## config.mk

```make
export PLATFORM = sky130hd
export DESIGN_NAME = tap_hold_button_classifier
export DESIGN_NICKNAME = d
export VERILOG_FILES = /design/src/rtl/thbc_pkg.sv /design/src/rtl/tap_hold_button_classifier.sv /design/src/rtl/thbc_cfg_regs.sv /design/src/rtl/thbc_step.sv
export SDC_FILE = /design/constraint.sdc
export NUM_CORES = 1
export LEC_CHECK = 0
export BUFFER_PORTS_ARGS = -buffer_cell sky130_fd_sc_hd__clkbuf_2
export CORE_UTILIZATION = 60
export CTS_CLUSTER_SIZE = 28
export DETAILED_ROUTE_END_ITERATION = 7
export PLACE_DENSITY = 0.8
export SYNTH_ARGS = -nofsm -noshare
export SYNTH_HDL_FRONTEND = slang
export SYNTH_SLANG_ARGS = --single-unit
```

## constraint.sdc

```tcl
create_clock -name clk -period 8.22 [get_ports clk]
set_clock_uncertainty 0.05 [all_clocks]
set_input_delay 1.233 -clock clk [delete_from_list [all_inputs] [get_ports clk]]
set_output_delay 1.233 -clock clk [all_outputs]
set_load 0.01 [all_outputs]
```

## src/rtl/thbc_pkg.sv

```systemverilog
// Package for the tap/hold button classifier: payload structs, phase codes,
// configuration register indexes and reset values. No dependencies.
package thbc_pkg;

    typedef enum logic [1:0] {
        PHASE_IDLE  = 2'd0,
        PHASE_SHORT = 2'd1,
        PHASE_LONG  = 2'd2
    } phase_t;

    // Configuration register indexes.
    localparam logic [1:0] CFG_HOLD_TIME    = 2'd0;
    localparam logic [1:0] CFG_DEFAULT_HOLD = 2'd1;
    localparam logic [1:0] CFG_COOLDOWN     = 2'd2;

    localparam logic [15:0] HOLD_TIME_RESET    = 16'd500;
    localparam logic [15:0] DEFAULT_HOLD_RESET = 16'd500;
    localparam logic [15:0] COOLDOWN_RESET     = 16'd200;

    typedef struct packed {
        logic        pin_level;
        logic [15:0] elapsed_ms;
    } poll_t;

    typedef struct packed {
        logic   tap_event;
        logic   hold_event;
        phase_t press_phase;
    } result_t;

    typedef struct packed {
        logic [15:0] hold_time_ms;
        logic [15:0] default_hold_ms;
        logic [15:0] cooldown_ms;
    } cfg_t;

    typedef struct packed {
        phase_t      phase;
        logic [16:0] held_time;
        logic [15:0] lockout_left;
    } press_state_t;

endpackage

```

## src/rtl/tap_hold_button_classifier.sv

```systemverilog
// Top level of the tap/hold button classifier: poll register, state and result registers.
// Depends on thbc_pkg, thbc_cfg_regs and thbc_step.
//
//   channel  | direction | handshake                 | payload
//   ---------+-----------+---------------------------+--------------------------------
//   poll     | in        | poll_valid / poll_stall   | pin_level, elapsed_ms
//   result   | out       | result_valid/result_stall | tap_event, hold_event, press_phase
//   cfg      | in        | cfg_valid / cfg_ready     | cfg_index, cfg_data
//
// One poll is accepted every cycle while poll_stall is low; it waits in the poll register,
// and its result is computed as it moves on into the result register, where it is taken.
// The rate is set by the loop from the press state registers through
// the step logic and back, which updates as the poll moves into the result register.
// Reset clears the phase to idle and both timers to zero, and restores the hold,
// default hold and cooldown registers to 500, 500 and 200 ms.
// A stalled result holds its register; the poll register then holds too, and
// poll_stall is raised only while it is full and cannot move on.
module tap_hold_button_classifier
(
    input  logic               clk,
    input  logic               rst_n,

    input  logic               poll_valid,
    output logic               poll_stall,
    input  thbc_pkg::poll_t    poll,

    output logic               result_valid,
    input  logic               result_stall,
    output thbc_pkg::result_t  result,

    input  logic               cfg_valid,
    output logic               cfg_ready,
    input  logic [1:0]         cfg_index,
    input  logic [15:0]        cfg_data
);

    thbc_pkg::cfg_t         cfg;

    logic                   poll_valid_reg;
    thbc_pkg::poll_t        poll_reg;
    logic                   result_valid_reg;
    logic                   result_valid_next;
    thbc_pkg::result_t      result_reg;
    thbc_pkg::press_state_t state_reg;
    thbc_pkg::press_state_t state_next;
    thbc_pkg::result_t      step_result;

    logic poll_take;
    logic advance;

    // The user must write the configuration only while the block is idle; the block
    // does not enforce this. cfg_ready is constant, so every request is taken at once.
    assign cfg_ready = 1'b1;

    thbc_cfg_regs u_cfg_regs
    (
        .clk      (clk),
        .rst_n    (rst_n),
        .wr_en    (cfg_valid & cfg_ready),
        .wr_index (cfg_index),
        .wr_data  (cfg_data),
        .cfg      (cfg)
    );

    thbc_step u_step
    (
        .poll   (poll_reg),
        .cfg    (cfg),
        .cur    (state_reg),
        .nxt    (state_next),
        .result (step_result)
    );

    // The held poll moves into the result register whenever that register is
    // empty or its contents are taken in this cycle.
    assign advance           = poll_valid_reg & (~result_valid_reg | ~result_stall);
    assign poll_stall        = poll_valid_reg & ~advance;
    assign poll_take         = poll_valid & ~poll_stall;
    assign result_valid_next = advance | (result_valid_reg & result_stall);

    always_ff @(posedge clk or negedge rst_n)
    begin
        if (!rst_n)
        begin
            poll_valid_reg   <= 1'b0;
            result_valid_reg <= 1'b0;
            state_reg.phase        <= thbc_pkg::PHASE_IDLE;
            state_reg.held_time    <= 17'd0;
            state_reg.lockout_left <= 16'd0;
        end
        else
        begin
            poll_valid_reg   <= poll_take | poll_stall;
            result_valid_reg <= result_valid_next;
            if (advance)
                state_reg <= state_next;
        end
    end

    // Payload registers need no reset.
    always_ff @(posedge clk)
    begin
        if (poll_take)
            poll_reg <= poll;
        if (advance)
            result_reg <= step_result;
    end

    assign result_valid = result_valid_reg;
    assign result       = result_reg;

endmodule

```

## src/rtl/thbc_cfg_regs.sv

```systemverilog
// Configuration register file for the tap/hold button classifier.
// Depends on thbc_pkg for register indexes, reset values and cfg_t.
module thbc_cfg_regs
(
    input  logic               clk,
    input  logic               rst_n,
    input  logic               wr_en,
    input  logic [1:0]         wr_index,
    input  logic [15:0]        wr_data,
    output thbc_pkg::cfg_t     cfg
);

    thbc_pkg::cfg_t cfg_reg;
    thbc_pkg::cfg_t cfg_next;

    always_comb
    begin
        cfg_next = cfg_reg;
        if (wr_en)
        begin
            case (wr_index)
                thbc_pkg::CFG_HOLD_TIME:    cfg_next.hold_time_ms    = wr_data;
                thbc_pkg::CFG_DEFAULT_HOLD: cfg_next.default_hold_ms = wr_data;
                thbc_pkg::CFG_COOLDOWN:     cfg_next.cooldown_ms     = wr_data;
                default:                    cfg_next                 = cfg_reg;
            endcase
        end
    end

    always_ff @(posedge clk or negedge rst_n)
    begin
        if (!rst_n)
        begin
            cfg_reg.hold_time_ms    <= thbc_pkg::HOLD_TIME_RESET;
            cfg_reg.default_hold_ms <= thbc_pkg::DEFAULT_HOLD_RESET;
            cfg_reg.cooldown_ms     <= thbc_pkg::COOLDOWN_RESET;
        end
        else
        begin
            cfg_reg <= cfg_next;
        end
    end

    assign cfg = cfg_reg;

endmodule

```

## src/rtl/thbc_step.sv

```systemverilog
// Combinational update of the press state for one poll, and its result.
// Depends on thbc_pkg for phase_t and the payload and state structs.
module thbc_step
(
    input  thbc_pkg::poll_t        poll,
    input  thbc_pkg::cfg_t         cfg,
    input  thbc_pkg::press_state_t cur,
    output thbc_pkg::press_state_t nxt,
    output thbc_pkg::result_t      result
);

    logic        pressed;
    logic [15:0] lock_dec;
    logic [15:0] hold;
    logic [16:0] held_sum;
    logic        reached;
    thbc_pkg::phase_t phase_next;

    assign pressed  = ~poll.pin_level;
    assign lock_dec = (cur.lockout_left > poll.elapsed_ms) ?
                      (cur.lockout_left - poll.elapsed_ms) : 16'd0;
    assign hold     = (cfg.hold_time_ms != 16'd0) ? cfg.hold_time_ms : cfg.default_hold_ms;
    // The held time stays below the hold time before the add, so 17 bits hold the sum.
    assign held_sum = cur.held_time + {1'b0, poll.elapsed_ms};
    assign reached  = (held_sum >= {1'b0, hold});

    // Next phase.
    always_comb
    begin
        phase_next = cur.phase;
        if (!pressed)
        begin
            phase_next = thbc_pkg::PHASE_IDLE;
        end
        else
        begin
            case (cur.phase)
                thbc_pkg::PHASE_IDLE:
                    if (lock_dec == 16'd0)
                        phase_next = thbc_pkg::PHASE_SHORT;
                thbc_pkg::PHASE_SHORT:
                    if (reached)
                        phase_next = thbc_pkg::PHASE_LONG;
                default:
                    phase_next = cur.phase;
            endcase
        end
    end

    // Timers and events.
    always_comb
    begin
        nxt.phase        = phase_next;
        nxt.held_time    = cur.held_time;
        nxt.lockout_left = lock_dec;
        result.tap_event  = 1'b0;
        result.hold_event = 1'b0;
        if (!pressed)
        begin
            nxt.held_time = 17'd0;
            if (cur.phase != thbc_pkg::PHASE_IDLE)
                nxt.lockout_left = cfg.cooldown_ms;
            if (cur.phase == thbc_pkg::PHASE_SHORT)
                result.tap_event = 1'b1;
        end
        else
        begin
            case (cur.phase)
                thbc_pkg::PHASE_IDLE:
                    if (lock_dec == 16'd0)
                        nxt.held_time = 17'd0;
                thbc_pkg::PHASE_SHORT:
                begin
                    nxt.held_time     = held_sum;
                    result.hold_event = reached;
                end
                default:
                    nxt.held_time = cur.held_time;
            endcase
        end
        result.press_phase = phase_next;
    end

endmodule

```

---- Word level (Yosys, flattened, before mapping) ----
Cells that the tools add are included.
cells by class
  multiplexer cells ....................... 12
  $lt $le $gt $ge ......................... 2
  reductions and logical operators ........ 11
  equality and inequality tests ........... 4
  add/subtract/negate cells ............... 2
  bitwise logic cells ..................... 12
operators with widths
  operator                                                count
  2-to-1 mux 16 bit                                       4
  2-to-1 mux 17 bit                                       2
  case mux 17 bit (2 select lines)                        1
  adder 17 x 16 -> 17 bit                                 1
  greater-or-equal comparator 17 x 16 -> 1 bit            1
  > comparator 16 bit                                     1
  zero test 16 bit                                        1
  nonzero test 16 bit                                     1
  subtractor 16 bit                                       1
  2-to-1 mux 2 bit                                        3
  AND reduction 2 bit                                     3
  NOT 1 bit                                               5
  AND 1 bit                                               4
  equality test 2 x 1 -> 1 bit (second input constant)    2
  zero test 2 bit                                         2
  case mux 2 bit (2 select lines)                         1
  inequality test 3 x 2 -> 1 bit (second input constant)  1
  bitwise OR 1 bit                                        3
  AND reduction 3 bit                                     1
  nonzero test 3 bit                                      1
  equality test 2 bit (second input constant)             1
  nonzero test 2 bit                                      1
  OR reduction 2 bit                                      1
  2-to-1 mux 1 bit                                        1
word-level totals
  word-level logic and storage cells ...... 56
  input bits .............................. 40
  output and inout bits ................... 7
  bits in registers ....................... 106

---- Depth between registers and ports, before layout ----
Gate-level depths: netlist of run 1.
  depth after elaboration ................. 8
  depth in mapped cells ................... 17
  gate-level depth less buffers ........... 17

---- Modules after synthesis ----
A second synthesis of run 1 with hierarchy kept.
second synthesis, totals
  cell total of the unflattened synthesis .. 618
  area total of the unflattened synthesis .. 6,761.5 um^2
modules (own cells, without submodules)
  module                      cells an instance  times used  area each (um^2)  seq. area each (um^2)
  thbc_step                   411                1           2,743.9           0.0
  tap_hold_button_classifier  105                1           2,183.3           1,556.5
  thbc_cfg_regs               102                1           1,834.3           1,219.9

---- Least setup slack after synthesis of run 1 ----
No wires, ideal clock.
  kind .................................... reg2reg
  start point ............................. register poll_reg[0] in the netlist's numbering
  end point ............................... register result_reg, in the netlist result[2], data pin
  library setup time ...................... 256 ps
  slack ................................... 4,465 ps
  arrival time ............................ 3,450 ps
  cell stages (with the launch flop) ...... 17
  period minus slack after synthesis ...... 3,755 ps
  path buffers ............................ 0
  required time ........................... 7,914 ps
  path through ............................ edfxtp_1 > ha_1 > fa_1 > nand2_1 > a21oi_1 > o21a_1 > a21bo_2 > a21o_1 > a211oi_1 > a221oi_1 > ha_1 > and3_1 > nand3_1 > nor3_1 > o311ai_0 > nand3_1 > and4_1
on the way
  longest elaborated chain between the ends .. 2
RTL lines
  what                                          line                               text
  start: declaration                            tap_hold_button_classifier.sv:40   thbc_pkg::poll_t poll_reg;
  start signal: assignment                      tap_hold_button_classifier.sv:104  poll_reg <= poll;
  adder 17 x 16 -> 17 bit                       thbc_step.sv:24                    assign held_sum = cur.held_time + {1'b0, poll.elapsed_ms};
  greater-or-equal comparator 17 x 16 -> 1 bit  thbc_step.sv:25                    assign reached = (held_sum >= {1'b0, hold});
  end signal: assignment                        tap_hold_button_classifier.sv:106  result_reg <= step_result;
  end: declaration                              tap_hold_button_classifier.sv:43   thbc_pkg::result_t result_reg;
No other way between the ends.
A chain may end at the register's enable or synchronous reset.

==> summary.txt, run 1 <==
Logic synthesis
  • Distinct cell type count after synthesis: 73
  • Mapped Cells: 590
  • Syn Area/Cell: 10.7 um^2
  • Seq/Total Area, Yosys: a little over two fifths
  • Synth Warn #: 0
  • Area of the mapped netlist: ~6300 um^2
  • Synth Register Bits: between 100 and 150
  • Top FF cell, synth: dfrtp_1
  • Async S/R FF share, synth: between 80 and 90%
  • EDFF count, synth: 21
  • Syn nets: 680

Place
  • Placer Congestion: 0.980
  • Port bufs: 45
  • Placed Instances: 751
  • Dpl ws: roughly 3.8 ns
  • DP HPWL: roughly 11000 um

Detailed routing
  • Iteration-0 DRC Markers: 240
  • Avg WL per Cell: around 20 um
  • Detailed Routing Iterations Pass 1: 5
  • ANT nets after route: 0
  • Residual DRC count: 0
  • Drt total wl: 15000 um
  • Via density: about 6.3
  • Via count: 4829

Status
  • Status: complete, no violations

Clocking
  • Clk buf depth: 2
  • Post_cts resized: 0
  • Worst-path clk slew: roughly 0.10 ns
  • CTS tree: yes
  • Clock root buffer: clkbuf_8
  • Setup Buffers After CTS: 0
  • Clock Latency Late Sink: ~0.38 ns
  • CTS Buf Count: 9
  • H-tree depth: 3
  • CTS Hold Bufs: 0
  • Clk sink count: approximately 110

STA
  • Hold Violations, Final: 0
  • Final hold slack: around 0.45 ns
  • Post-route minimum period: about 4.5 ns
  • Fmax: 223 MHz
  • Worst Tran Pin Value: just under 1 ns
  • Normalized max-slew margin: between 30% and 40%
  • Unrepaired setup endpoints after global routing: false
  • Fin worst setup slack: roughly 3.7 ns
  • Final setup violation count: 0
  • Slew Limit Fails: 0
  • Period utilisation layout: between 50% and 60%
  • Setup TNS: 0 ns

Final layout
  • Max reg flops: 48
  • Final non-filler cell total: between 700 and 800
  • Number of diodes: 0
  • Layout area overhead: 8.15%
  • Layout fillers: just over 800
  • Share of cells above drive strength 1: around 23%
  • Final nets: a little over 700

Floorplanning
  • Core Box Area: ~10000 um^2
  • Die area: about 11000 um^2
  • Core Rows: 37
  • Starting density of the core: 61.7%
  • Chip Width: ~100 um
  • Io pins: 47
  • Die Y: around 100 um

Setup path
  • R2R Path Start: poll_reg[0]$_DFFE_PP_
  • Cell Chain, Critical Path: ha_1 > fa_1 > nand2_1 > a21oi_1 > o21a_1 > a21bo_2 > a21o_1 > a211oi_1 > a221oi_1 > ha_1 > and3_1 > nand3_1 > nor3_1 > o311ai_0 > nand3_1 > a21oi_1 > nor2_1
  • CP peak stage delay: approximately 0.65 ns
  • Slowest cell on crit path: o311ai_0
  • R2R cell count: 17
  • Req. time, crit path: between 8 and 9 ns
  • Critical Path AT: 4.56 ns
  • WS Path Type: reg2reg
  • CP startpoint kind: flop
  • Reg-to-reg setup timing slack: approximately 3.7 ns
  • Max FO, Critical Path: 4
  • Worst R2R End: result[1]$_DFFE_PP_
  • Crit. End Element: flop

Hold path
  • Hold crit path type: reg2reg
  • Hold path depth: 2
  • Hold endpoint: state_reg[12]$_DFFE_PN0P_
  • Worst Hold Launch: state_reg[12]$_DFFE_PN0P_

Power
  • Clock group share of total power: around 16%
  • Power density over the cells: 308 nW/um^2
  • Combinational fraction of design power: between 40% and 50%
  • Pint: ~1.3 mW
  • Switching power: 0.856 mW
  • Switching Share: slightly above 40%
  • P_leak: 3.08 nW
  • Sequential power share: 35.5%
  • Peak VDD IR: 0.144 mV

Global route
  • Congestion Overflow GR: 0
  • Vias in the first global route: between 4000 and 5000
  • Initial antenna violation count: 0
  • Largest net degree at the start of global routing: 64
  • GRT Overall Usage: between 20% and 30%
  • First-pass GRT wire length: ~24000 um

Job
  • Max-cap violations: 0
==> cell type report <==
cell class	count	area [um^2]	area share (%)
sequential	106	2780	40.5
clock inverter	3	40.0	0.584
multi-input combinational	431	3350	48.8
inverter	30	113	1.64
clock buffer	13	159	2.32
timing repair buffer	48	250	3.65
tap	136	170	2.48
==> cells in the mapped netlist, types with 9 or more instances <==
cell / count / area, um^2
nor3_1: 16 / 80.1
edfxtp_1: 21 / 631
nand2_1: 28 / 105
a31oi_1: 9 / 56.3
a21oi_1: 49 / 245
a21o_1: 16 / 120
ha_1: 48 / 601
nand3_1: 13 / 65.1
nor2_1: 32 / 120
dfstp_2: 15 / 394
a22o_1: 16 / 140
clkbuf_1: 16 / 60.1
inv_1: 30 / 113
xnor2_1: 14 / 123
dfrtp_1: 70 / 1750
o21ai_0: 21 / 105
mux2_2: 48 / 541
==> power groups by stage <==
stage / Combinational (mW) / Clock, mW / Sequential [mW]
floorplan: 0.790 / 0 / 0.730
global placement: 0.970 / 0 / 0.755
detailed placement: 1.00 / 0 / 0.759
CTS: 1.01 / 0.336 / 0.749
global route: 1.14 / 0.357 / 0.766
finish: 1.03 / 0.333 / 0.750
==> critical path: cells and delay by family (launching register included) <==
family / cells / cell delay (ns)
and+or+nand+nor: 6 / 0.81
AOI/OAI and AO/OA: 8 / 1.94
DFF: 1 / 0.42
adders and majority gates: 3 / 1.02
==> worst max-delay path by stage <==
| stage | start | end | slack, ns | cells past startpoint |
|---|---|---|---|---|
| after global routing | poll_reg[0]$_DFFE_PP_ | result[1]$_DFFE_PP_ | 3.43 | 17 |
| after detailed placement | poll_reg[0]$_DFFE_PP_ | result[2]$_SDFFCE_PP0P_ | 3.78 | 16 |
| final | poll_reg[0]$_DFFE_PP_ | result[1]$_DFFE_PP_ | 3.74 | 17 |
| after global placement | poll_reg[0]$_DFFE_PP_ | result[2]$_SDFFCE_PP0P_ | 3.88 | 16 |
| after CTS | poll_reg[0]$_DFFE_PP_ | result[1]$_DFFE_PP_ | 3.76 | 17 |
| after floorplan | poll_reg[0]$_DFFE_PP_ | result[2]$_SDFFCE_PP0P_ | 4.46 | 16 |
==> through the flow <==
stage	power [mW]	utilization, %	area, um^2
after floorplan	1.52	-	6340
after global placement	1.73	64.8	6660
after detailed placement	1.76	64.8	6660
after CTS	2.10	66.7	6850
after global routing	2.26	66.7	6850
final	2.11	66.7	6850
==> cell usage in the layout (no fill, tap or decap), drive strengths merged, types with 3 or more instances in the layout <==
| cell | count |
|---|---|
| a211oi | 7 |
| a21boi | 4 |
| a21o | 16 |
| a21oi | 50 |
| a221oi | 4 |
| a22o | 16 |
| a31oi | 10 |
| and3 | 5 |
| buf | 4 |
| clkbuf | 57 |
| dfrtp | 70 |
| dfstp | 15 |
| edfxtp | 21 |
| ha | 48 |
| inv | 30 |
| mux2 | 49 |
| nand2 | 28 |
| nand2b | 5 |
| nand3 | 13 |
| nand3b | 3 |
| nand4 | 8 |
| nor2 | 32 |
| nor3 | 17 |
| nor3b | 3 |
| nor4 | 7 |
| o2111ai | 3 |
| o211ai | 5 |
| o21a | 6 |
| o21ai | 24 |
| o31ai | 4 |
| or3 | 4 |
| xnor2 | 14 |
| xor2 | 9 |
==> layer usage <==
layer | wire [um] | track usage, %
met3 | 926 | 5.18
met2 | 7120 | 47.1
met1 | 6430 | 38.4
met4 | 493 | 12.7
met5 | 0 | 0
==> logic make-up after synthesis <==
logic type      synth area share (%)
fa+ha+maj                       10.1
other cells                   0.0592
buf+inv                         3.47
simple gates                    11.5
flops                           43.8
xor+xnor                        3.30
compound gates                  19.0
mux                             8.77
No activity file was read; power rests on OpenSTA's default activity.
==> run 2, diff against run 1 <==
Settings changed: ABC_AREA from default to 1, CORE_UTILIZATION 60 to 55, PLACE_DENSITY 0.8 to 0.77.
Clock period 8.22 ns to 3.65 ns, I/O delays scaled along.
==> run 2 against run 1 <==
  * Largest cell class unchanged
  * Critical path type unchanged
  * Core utilization is 4.0 points lower
  * Sequential power is 120% higher
  * Total power is 140% higher
  * Final area is 4.8% higher
  * Critical endpoint is now state_reg[33]$_DFFE_PN0P_
==> summary.txt, run 2 <==
Logic synthesis
  • Distinct cell type count after synthesis: 46
  • Synth top cells by count: 291 x nand2_1, 98 x inv_1, 78 x o21ai_0
  • Most common cell in the netlist: nand2_1
  • Async S/R FF share, synth: approximately four fifths
  • Synth Warn #: 0
  • Seq/Total Area, Yosys: between 40% and 50%
  • Syn nets: just over 900
  • Share of Yosys cell area claimed by the top area cell type: 26.9%
  • Syn Area/Cell: between 7 and 8 um^2
  • EDFF count, synth: 21
  • Mapped Cells: between 800 and 900
  • Area of the mapped netlist: roughly 6500 um^2
  • Synth Register Bits: between 100 and 150
  • Top FF cell, synth: dfrtp_1
  • Synth area leaders: dfrtp_1 27%, nand2_1 17%, edfxtp_1 9.7%
  • Post-synth top area cell: dfrtp_1

Setup path
  • WS Path Type: reg2reg
  • CP startpoint kind: flop
  • Crit. End Element: flop
  • Max FO, Critical Path: 4
  • R2R cell count: 19
  • Req. time, crit path: about 3.9 ns
  • Critical Path AT: 3.59 ns

STA
  • Slew Limit Fails: 0
  • Hold Violations, Final: 0
  • Final setup violation count: 0
  • Worst Tran Pin Value: approximately 1.1 ns
  • Setup TNS: 0 ns
  • Period utilisation layout: between 90 and 100%
  • Post-route minimum period: between 3 and 4 ns
  • Normalized max-slew margin: between 20% and 30%
  • Fmax: a little under 300 MHz

Floorplanning
  • Die area: approximately 12000 um^2
  • Core Box Area: 11500 um^2
  • Core Rows: 39
  • Io pins: 47
  • Die Y: between 100 and 150 um
  • Chip Width: about 110 um
  • Starting density of the core: a little under three fifths

Detailed routing
  • Avg WL per Cell: between 10 and 15 um
  • Via count: 5644
  • Drt total wl: 15200 um
  • Iteration-0 DRC Markers: slightly below 400
  • Via density: ~5.5
  • Detailed Routing Iterations Pass 1: 5
  • Residual DRC count: 0
  • ANT nets after route: 0

Final layout
  • Layout area overhead: 10.4%
  • Share of cells above drive strength 1: a little under an eighth
  • Number of diodes: 0
  • Most common cell after layout, fill and taps aside: nand2_1
  • Commonest non-fill, non-tap cells in the layout: 291 x nand2_1, 97 x inv_1, 77 x o21ai_0, 70 x dfrtp_1, 48 x ha_1
  • Post-route cell area: around 7000 um^2
  • Finished Core Util: between 60% and 70%
  • Final nets: 976
  • Max reg flops: 48

Hold path
  • Hold path depth: 1
  • Hold crit path type: in2reg

Global route
  • Initial antenna violation count: 0
  • Vias in the first global route: 5399
  • First-pass GRT wire length: between 20000 and 30000 um
  • GRT Overall Usage: about a quarter
  • Congestion Overflow GR: 0
  • Largest net degree at the start of global routing: 86

Clocking
  • CTS tree: yes
  • Worst-path clk slew: 0.07 ns
  • CTS Hold Bufs: 0
  • Clk sink count: 106
  • H-tree depth: 3
  • CTS Buf Count: 9
  • Clock Latency Late Sink: approximately 0.34 ns
  • Clock root buffer: clkbuf_16
  • Clk buf depth: 2

Place
  • DP HPWL: 11700 um
  • Placer Congestion: 0.907
  • DP Area: between 6000 and 7000 um^2
  • Port bufs: 45

Power
  • Power density over the cells: 695 nW/um^2
  • P_leak: just under 4 nW
  • Combinational fraction of design power: between 40% and 50%
  • Switching Share: between 40% and 50%
  • Switching power: approximately 2.1 mW
  • Clock group share of total power: 19.3%
  • Peak VDD IR: ~0.44 mV
  • Sequential power share: about 33%
  • Pint: 2.88 mW

Status
  • Status: complete, no violations

Job
  • Max-cap violations: 0
run 2: layout make-up:
cell class,instances,area [um^2]
clock buffer,10,233
clock inverter,6,65.1
fill,1036,4280
inverter,101,384
multi-input combinational,617,3270
sequential,106,2780
tap,143,179
timing repair buffer,51,273
run 2: what timing repair did:
item | CTS | global route
endpoints found under the setup margin | 0 | 5
gates resized for setup | 0 | 8
endpoints found under the hold margin | 0 | 0
setup buffers | 0 | 3
run 2: metal layers:
layer  GRT usage (%)  vias up  share of wire, %
met5               0        -                 0
met4            9.51        0               2.7
met3            3.50       28               3.6
met2            43.2      125                47
met1            34.6     2656                46
li1                -     2835                 -
run 2: worst max-delay path, stage by stage (launching register included):
cell and delay, ns:
edfxtp_1 0.40, ha_1 0.24, fa_2 0.35, nand3_1 0.08
nand2_1 0.10, nand2_1 0.07, nand2_1 0.13, a21oi_2 0.20
o21bai_1 0.09, xor2_1 0.18, ha_1 0.32, a21oi_1 0.14
a21boi_2 0.20, nand2_1 0.08, nand2_1 0.06, nand3_1 0.14
nand2_1 0.14, nand2_1 0.07, nand3b_1 0.15, nand2_1 0.08
run 2: logic make-up after synthesis:
logic type | Yosys count | share of synthesized area (%)
other | 1 | 0.0576
buffers and inverters | 122 | 7.29
adders and majority gates | 50 | 9.84
AOI/OAI and AO/OA | 150 | 12.4
and+or+nand+nor | 397 | 25.1
xor gates and xnor gates | 17 | 2.29
muxes | 2 | 0.308
DFF | 106 | 42.7
run 2: worst paths after layout:
kind	start	to	slack (ns)
setup / recovery	poll_reg[0]$_DFFE_PP_	state_reg[33]$_DFFE_PN0P_	0.29
hold / removal	poll[11]	poll_reg[11]$_DFFE_PP_	0.33
setup reg to reg	poll_reg[0]$_DFFE_PP_	state_reg[33]$_DFFE_PN0P_	0.29
hold reg to reg	state_reg[31]$_DFFE_PN0P_	state_reg[31]$_DFFE_PN0P_	0.43
max in group asynchronous	rst_n	state_reg[19]$_DFFE_PN0P_	2.51
min in group asynchronous	rst_n	u_cfg_regs.cfg[30]$_DFFE_PN0P_	0.34
run 2: stage by stage:
step / setup WS (ns) / power [mW] / std cells / hold WS [ns]
4_1_cts: 0.235 / 4.96 / 1031 / 0.319
3_3_place_gp: 0.385 / 3.92 / 1015 / 0.411
6_report: 0.295 / 4.99 / 1034 / 0.326
3_5_place_dp: 0.236 / 3.98 / 1015 / 0.416
2_1_floorplan: 0.675 / 3.40 / 845 / 0.202
5_1_grt: -0.0284 / 5.43 / 1034 / 0.310
run 2: power by group through the flow:
stage | sequential (mW) | combinational (mW) | clock [mW]
final | 1.66 | 2.37 | 0.965
after global routing | 1.68 | 2.70 | 1.04
after CTS | 1.66 | 2.32 | 0.981
after detailed placement | 1.68 | 2.31 | 0
after global placement | 1.67 | 2.25 | 0
after floorplan | 1.62 | 1.79 | 0
